**src/hw/rtl/culi_pkg.sv**
```systemverilog
// Shared types, codes and fixed coefficients for the compact upwind line interpolator.
// Used by every module of the block; depends on nothing else.
package culi_pkg;

  // Ghost cells on each side of a line.
  localparam int GHOST_CELLS = 3;
  // Width of an interface index; covers the whole range of the line length.
  localparam int IDX_W = 6;
  // Quotient bits produced by the reciprocal divider.
  localparam int DIV_STEPS = 61;

  // Configuration register indexes.
  localparam logic CFG_UPWIND_LEFT  = 1'b0;
  localparam logic CFG_ACTIVE_CELLS = 1'b1;

  // Q2.30 coefficients, rounded to nearest.
  localparam logic signed [31:0] Q30_ONE = 32'sd1073741824;
  localparam logic signed [31:0] C_3_10  = 32'sd322122547;
  localparam logic signed [31:0] C_6_10  = 32'sd644245094;
  localparam logic signed [31:0] C_1_10  = 32'sd107374182;
  localparam logic signed [31:0] C_1_30  = 32'sd35791394;
  localparam logic signed [31:0] C_13_60 = -32'sd232644062;
  localparam logic signed [31:0] C_47_60 = 32'sd841097762;
  localparam logic signed [31:0] C_27_60 = 32'sd483183821;
  localparam logic signed [31:0] C_1_20  = -32'sd53687091;
  localparam logic signed [31:0] C_19_30 = 32'sd680036489;
  localparam logic signed [31:0] C_1_3   = 32'sd357913941;

  localparam logic signed [47:0] SAT48_MAX = 48'sh7fff_ffff_ffff;
  localparam logic signed [47:0] SAT48_MIN = 48'sh8000_0000_0000;

  typedef struct packed {
    logic signed [31:0] cell_value;
    logic               line_end;
  } in_beat_t;

  typedef struct packed {
    logic signed [31:0] interface_value;
    logic               last_interface;
  } out_beat_t;

  // Datapath operations issued by the controller.
  typedef enum logic [4:0] {
    OP_NONE,
    OP_LOAD,
    OP_CLR,
    OP_TAP_RD,
    OP_TAP_MUL,
    OP_TAP_ACC,
    OP_ROUND,
    OP_MUL_HI,
    OP_MUL_LO,
    OP_MUL_SUM,
    OP_DEN,
    OP_DIVGO,
    OP_RECIP,
    OP_NUM,
    OP_CPREV,
    OP_DPREV,
    OP_BK_RD,
    OP_BK_SET,
    OP_BK_X,
    OP_OUT_RD,
    OP_OUT_LOAD
  } dp_op_t;

  // Operand pairs of the shared Q30 multiply.
  typedef enum logic [2:0] {
    MSEL_CPREV_A,
    MSEL_DPREV_A,
    MSEL_C_RECIP,
    MSEL_NUM_RECIP,
    MSEL_X_UPPER
  } msel_t;

  typedef enum logic [4:0] {
    ST_IDLE,
    ST_CLR,
    ST_TAP_RD,
    ST_TAP_MUL,
    ST_TAP_ACC,
    ST_ROUND,
    ST_MUL_HI,
    ST_MUL_LO,
    ST_MUL_SUM,
    ST_DEN,
    ST_DIVGO,
    ST_DIVWAIT,
    ST_RECIP,
    ST_NUM,
    ST_CPREV,
    ST_DPREV,
    ST_BK_RD,
    ST_BK_SET,
    ST_BK_X,
    ST_OUT_RD,
    ST_OUT_LOAD,
    ST_OUT_WAIT
  } state_t;

  typedef struct packed {
    dp_op_t             op;
    msel_t              msel;
    logic [IDX_W-1:0]   idx;
    logic [2:0]         tap;
    logic               edge_row;
  } dp_cmd_t;

  typedef struct packed {
    logic out_valid;
    logic div_done;
  } dp_sts_t;

  // Stencil weight of one tap; edge rows use five taps, inner rows taps one to three.
  function automatic logic signed [31:0] tap_coef(input logic edge_row, input logic [2:0] tap);
    logic signed [31:0] r;
    r = '0;
    if (edge_row) begin
      unique case (tap)
        3'd0:    r = C_1_30;
        3'd1:    r = C_13_60;
        3'd2:    r = C_47_60;
        3'd3:    r = C_27_60;
        3'd4:    r = C_1_20;
        default: r = '0;
      endcase
    end else begin
      unique case (tap)
        3'd1:    r = C_1_30;
        3'd2:    r = C_19_30;
        3'd3:    r = C_1_3;
        default: r = '0;
      endcase
    end
    return r;
  endfunction

  // Saturate a wide intermediate to 48 bits.
  function automatic logic signed [47:0] sat48(input logic signed [51:0] v);
    logic signed [47:0] r;
    if (v > 52'(SAT48_MAX)) r = SAT48_MAX;
    else if (v < 52'(SAT48_MIN)) r = SAT48_MIN;
    else r = v[47:0];
    return r;
  endfunction

endpackage

```
**src/hw/rtl/culi_ctrl.sv**
```systemverilog
// Controller: sequences loading, the forward sweep, back substitution and output.
// Depends on culi_pkg.
module culi_ctrl (
  input  logic                         clk,
  input  logic                         rst,
  input  logic                         in_valid,
  input  logic                         line_end,
  output logic                         in_ready,
  input  logic                         out_ready,
  input  logic [culi_pkg::IDX_W-1:0]   n,
  input  culi_pkg::dp_sts_t            sts,
  output culi_pkg::dp_cmd_t            cmd,
  output logic                         last
);

  culi_pkg::state_t          state, state_next;
  culi_pkg::msel_t           msel, msel_next;
  logic [culi_pkg::IDX_W-1:0] idx, idx_next;
  logic [2:0]                tap, tap_next;
  logic                      edge_row;

  assign edge_row = (idx == '0) || (idx == n);
  assign last     = (idx == n);

  always_ff @(posedge clk) begin
    if (rst) begin
      state <= culi_pkg::ST_IDLE;
      msel  <= culi_pkg::MSEL_CPREV_A;
      idx   <= '0;
      tap   <= '0;
    end else begin
      state <= state_next;
      msel  <= msel_next;
      idx   <= idx_next;
      tap   <= tap_next;
    end
  end

  // Next state and datapath command.
  always_comb begin
    state_next   = state;
    msel_next    = msel;
    idx_next     = idx;
    tap_next     = tap;
    in_ready     = 1'b0;
    cmd.op       = culi_pkg::OP_NONE;
    cmd.msel     = msel;
    cmd.idx      = idx;
    cmd.tap      = tap;
    cmd.edge_row = edge_row;
    unique case (state)
      culi_pkg::ST_IDLE: begin
        in_ready = 1'b1;
        if (in_valid) begin
          cmd.op = culi_pkg::OP_LOAD;
          if (line_end) begin
            idx_next   = '0;
            state_next = culi_pkg::ST_CLR;
          end
        end
      end
      culi_pkg::ST_CLR: begin
        cmd.op     = culi_pkg::OP_CLR;
        tap_next   = edge_row ? 3'd0 : 3'd1;
        state_next = culi_pkg::ST_TAP_RD;
      end
      culi_pkg::ST_TAP_RD: begin
        cmd.op     = culi_pkg::OP_TAP_RD;
        state_next = culi_pkg::ST_TAP_MUL;
      end
      culi_pkg::ST_TAP_MUL: begin
        cmd.op     = culi_pkg::OP_TAP_MUL;
        state_next = culi_pkg::ST_TAP_ACC;
      end
      culi_pkg::ST_TAP_ACC: begin
        cmd.op = culi_pkg::OP_TAP_ACC;
        if (tap == (edge_row ? 3'd4 : 3'd3)) begin
          state_next = culi_pkg::ST_ROUND;
        end else begin
          tap_next   = tap + 3'd1;
          state_next = culi_pkg::ST_TAP_RD;
        end
      end
      culi_pkg::ST_ROUND: begin
        cmd.op     = culi_pkg::OP_ROUND;
        msel_next  = culi_pkg::MSEL_CPREV_A;
        state_next = culi_pkg::ST_MUL_HI;
      end
      culi_pkg::ST_MUL_HI: begin
        cmd.op     = culi_pkg::OP_MUL_HI;
        state_next = culi_pkg::ST_MUL_LO;
      end
      culi_pkg::ST_MUL_LO: begin
        cmd.op     = culi_pkg::OP_MUL_LO;
        state_next = culi_pkg::ST_MUL_SUM;
      end
      culi_pkg::ST_MUL_SUM: begin
        cmd.op = culi_pkg::OP_MUL_SUM;
        unique case (msel)
          culi_pkg::MSEL_CPREV_A:   state_next = culi_pkg::ST_DEN;
          culi_pkg::MSEL_DPREV_A:   state_next = culi_pkg::ST_NUM;
          culi_pkg::MSEL_C_RECIP:   state_next = culi_pkg::ST_CPREV;
          culi_pkg::MSEL_NUM_RECIP: state_next = culi_pkg::ST_DPREV;
          culi_pkg::MSEL_X_UPPER:   state_next = culi_pkg::ST_BK_X;
          default:                  state_next = culi_pkg::ST_IDLE;
        endcase
      end
      culi_pkg::ST_DEN: begin
        cmd.op     = culi_pkg::OP_DEN;
        state_next = culi_pkg::ST_DIVGO;
      end
      culi_pkg::ST_DIVGO: begin
        cmd.op     = culi_pkg::OP_DIVGO;
        state_next = culi_pkg::ST_DIVWAIT;
      end
      culi_pkg::ST_DIVWAIT: begin
        if (sts.div_done) state_next = culi_pkg::ST_RECIP;
      end
      culi_pkg::ST_RECIP: begin
        cmd.op     = culi_pkg::OP_RECIP;
        msel_next  = culi_pkg::MSEL_DPREV_A;
        state_next = culi_pkg::ST_MUL_HI;
      end
      culi_pkg::ST_NUM: begin
        cmd.op     = culi_pkg::OP_NUM;
        msel_next  = culi_pkg::MSEL_C_RECIP;
        state_next = culi_pkg::ST_MUL_HI;
      end
      culi_pkg::ST_CPREV: begin
        cmd.op     = culi_pkg::OP_CPREV;
        msel_next  = culi_pkg::MSEL_NUM_RECIP;
        state_next = culi_pkg::ST_MUL_HI;
      end
      culi_pkg::ST_DPREV: begin
        cmd.op = culi_pkg::OP_DPREV;
        if (idx == n) begin
          state_next = culi_pkg::ST_BK_RD;
        end else begin
          idx_next   = idx + culi_pkg::IDX_W'(1);
          state_next = culi_pkg::ST_CLR;
        end
      end
      culi_pkg::ST_BK_RD: begin
        cmd.op = culi_pkg::OP_BK_RD;
        if (idx == n) begin
          state_next = culi_pkg::ST_BK_SET;
        end else begin
          msel_next  = culi_pkg::MSEL_X_UPPER;
          state_next = culi_pkg::ST_MUL_HI;
        end
      end
      culi_pkg::ST_BK_SET, culi_pkg::ST_BK_X: begin
        cmd.op = (state == culi_pkg::ST_BK_SET) ? culi_pkg::OP_BK_SET : culi_pkg::OP_BK_X;
        if (idx == '0) begin
          state_next = culi_pkg::ST_OUT_RD;
        end else begin
          idx_next   = idx - culi_pkg::IDX_W'(1);
          state_next = culi_pkg::ST_BK_RD;
        end
      end
      culi_pkg::ST_OUT_RD: begin
        cmd.op     = culi_pkg::OP_OUT_RD;
        state_next = culi_pkg::ST_OUT_LOAD;
      end
      culi_pkg::ST_OUT_LOAD: begin
        cmd.op     = culi_pkg::OP_OUT_LOAD;
        state_next = culi_pkg::ST_OUT_WAIT;
      end
      culi_pkg::ST_OUT_WAIT: begin
        if (out_ready) begin
          if (idx == n) begin
            state_next = culi_pkg::ST_IDLE;
          end else begin
            idx_next   = idx + culi_pkg::IDX_W'(1);
            state_next = culi_pkg::ST_OUT_RD;
          end
        end
      end
      default: state_next = culi_pkg::ST_IDLE;
    endcase
  end

  // A beat is on offer exactly while the controller waits for it to be taken.
  a_wait_has_beat: assert property (@(posedge clk) disable iff (rst)
    (state == culi_pkg::ST_OUT_WAIT) |-> sts.out_valid)
    else $error("output wait without a pending beat");

  // No beat is left pending once the line is finished.
  a_idle_no_beat: assert property (@(posedge clk) disable iff (rst)
    (state == culi_pkg::ST_IDLE) |-> !sts.out_valid)
    else $error("beat pending while idle");

  // Divider completion moves the sweep on.
  a_div_advance: assert property (@(posedge clk) disable iff (rst)
    (state == culi_pkg::ST_DIVWAIT && sts.div_done) |=> (state == culi_pkg::ST_RECIP))
    else $error("divider result not taken");

endmodule

```
**config.mk**
```make
export PLATFORM = sky130hd
export DESIGN_NAME = culi_ctrl
export DESIGN_NICKNAME = d
export VERILOG_FILES = /design/src/hw/rtl/culi_pkg.sv /design/src/hw/rtl/culi_ctrl.sv
export SDC_FILE = /design/constraint.sdc
export NUM_CORES = 1
export LEC_CHECK = 0
export ABC_AREA = 1
export BUFFER_PORTS_ARGS = -buffer_cell sky130_fd_sc_hd__clkbuf_2
export CAP_MARGIN = 40
export CORE_UTILIZATION = 55
export DETAILED_ROUTE_END_ITERATION = 6
export GPL_TIMING_DRIVEN = 0
export HOLD_SLACK_MARGIN = 0.05
export PLACE_DENSITY = 0.81
export SETUP_SLACK_MARGIN = 0.2
export SYNTH_ARGS = -nofsm -noshare
export SYNTH_HDL_FRONTEND = slang
export SYNTH_SLANG_ARGS = --single-unit
```
**constraint.sdc**
```tcl
create_clock -name clk -period 3.28 [get_ports clk]
set_clock_uncertainty 0.05 [all_clocks]
set_input_delay 0.164 -clock clk [delete_from_list [all_inputs] [get_ports clk]]
set_output_delay 0.164 -clock clk [all_outputs]
set_load 0.02 [all_outputs]
```
==> qor.csv <==
metric,value,unit
status,finished clean,
CP Capture Point,idx[5],
clock root cell,clkbuf_4,
Leak,0.000956,uW
cells along the critical path,nand2_2 > clkinv_1 > nand4_1 > nand2_2 > inv_2 > ha_1 > inv_1 > nor3_1 > nand2_1 > o211ai_1 > xor2_1 > inv_1 > nand2_1 > a21oi_1,
remaining antenna violation count,0,
Initial Util,59.3,%
syn avg cell area,5.80,sq um
crit path capture type,register,
Ant. Diodes,0,
CTS sink cnt,17,
DPL Wire Length,2990,um
DR DRC count,0,
register-to-register setup slack,0.91,ns
part of the cycle the worst path needs,72.2,%
first-pass GRT wire length,6270,um
R2R Path Start,state[1],
Netlist cell types,33,
power per cell area,246,nW/um^2
Iter 0 DRT Violations,89,
ys flop type,dfxtp_1,
Final nets,315,
Synth async-reset ratio,0,%
Placed Cells,321,
area delta synth->final,14.6,%
Setup crit start,state[1],
CTS Buf Count,3,
Setup crit start kind,register,
slowest cell on the critical path,dfxtp_1,
Die W,54.4,um
number of antenna violations at the first check in global routing,0,
WP buf/inv,4,
Crit path required time,3.40,ns
largest net degree at the start of global routing,11,
# setup viols final,0,
Post-Synthesis Cells,260,
vias in the first global route,1451,
final hold viol count,0,
die area,2960,sq um
# Post-CTS Setup Buffers,0,
final instance count without filler cells,325,
"Slew Viols, Final",0,
Max Buffers Root-to-Sink,2,
vias per inst,5.23,
Placer Congestion,0.913,
CP max stage delay,0.47,ns
"EDFF count, synth",0,
RSZ-0062 raised after global routing,false,
"commonest non-fill, non-tap cell in the layout",nand2_1,
PortBufs,31,
synthesized area,1510,sq um
min cycle time layout,2.37,ns
CP Class,register to register,
grt total ovfl,0,
Post-CTS Resized,0,
most frequent cells in the layout,"nand2_1 (73), nor2_1 (40), inv_1 (39)",
Top Family by Delay on Critical Path,simple AND/OR/NAND/NOR gates,
number of top-level pins,33,
DR WL/cell,11.3,um
# rows,18,
Rel. slew slack,67.2,%
syn nets,279,
Hold WC Path Type,primary input to register,
"flops & latches, synth",17,
Max Cap Violations,0,
hold-fix buffer count after cts,0,
clk_lat worst skew,0.29,ns
H-Tree Depth,1,
CTS tree,done,
arrival time worst endpoint,2.49,ns
Yosys warning count,0,
r2r endpoint,idx[5],
1st-pass router iterations,4,
GR Util All Layers,29.0,%
register area share after synthesis,22.6,%
highest clock rate,422,MHz
Routed Wire Length,3670,um
Max VDD drop,352,uV
crit-path max FO,7,
share of layout cells above drive strength 1,18.0,%
"CTS clk-pin slew, worst paths",0.11,ns
die height,54.4,um
worst slew pin tran,0.489,ns
path depth of the worst reg2reg path,14,
critical path depth,14,
Core Area,2540,sq um
vias,1699,
setup tns final,0,ns
==> how the worst min path moves through the flow <==
stage	startpoint	endpoint	slack [ns]	cells after the start
6_report	rst	idx[1]	0.07	2
5_1_grt	rst	idx[1]	0.07	2
4_1_cts	rst	idx[1]	0.06	2
3_5_place_dp	rst	idx[1]	0.39	2
3_3_place_gp	rst	idx[1]	0.38	2
2_1_floorplan	rst	idx[1]	0.18	1
==> metrics by stage <==
stage               util (%)  setup WS (ns)  instance area [sq um]  total power, uW  hold WS, ns
CTS                     67.9          0.947                   1730              428       0.0642
global route            67.9          0.703                   1730              451       0.0669
finish                  67.9          0.911                   1730              426       0.0741
detailed placement      66.9          0.975                   1700              312        0.387
global placement        66.9          0.997                   1700              311        0.384
floorplan                  -           1.25                   1510              283        0.183
==> Yosys cell counts (4+ instances only) <==
cell,n,share of area (%)
o21ai_0,4,1.3
nor3_1,7,2.3
a21oi_1,19,6.3
dfxtp_1,17,23
nor2_1,40,9.9
nand2_2,7,2.9
inv_1,39,9.7
ha_1,5,4.1
nand4_1,5,2.1
nand2_1,73,18
inv_2,4,0.99
nand3_1,13,4.3
==> metal layers <==
| layer | track usage (%) | wire length [um] | vias to the layer above |
|---|---|---|---|
| li1 | - | - | 903 |
| met1 | 41.5 | 1810 | 739 |
| met2 | 45.1 | 1580 | 53 |
| met3 | 5.00 | 242 | 4 |
| met4 | 5.98 | 37 | 0 |
| met5 | 0 | 0 | - |
==> report_power, final <==
part,switching (uW),total [uW],internal [uW]
sequential,6.49,217,211
clock,71.8,117,45.4
combinational,60.4,91.2,30.8
==> final cells by class <==
cell class / count / area (sq um)
clock inverter: 1 / 5.00
tap: 30 / 37.5
sequential: 17 / 340
timing repair buffer: 31 / 155
inverter: 44 / 165
buffer: 3 / 22.5
clock buffer: 3 / 22.5
multi-input combinational: 196 / 981
fill: 266 / 816
==> sequential cells by signal, summed over array words and instances, names as in the netlist <==
| signal | cells |
|---|---|
| idx | 6 |
| state | 5 |
| msel | 3 |
| tap | 3 |
==> logic make-up (layout without fill, tap and decap cells) <==
family          count (synthesis)  count (layout)  synth area share (%)
fa+ha+maj                       6               6                  5.47
simple gates                  152             152                  44.0
compound gates                 33              33                  12.5
xor+xnor                        4               4                  2.32
buf+inv                        47              82                  12.4
flops                          17              17                  22.6
mux                             1               1                 0.663
Power figures use the tool's default switching activity.
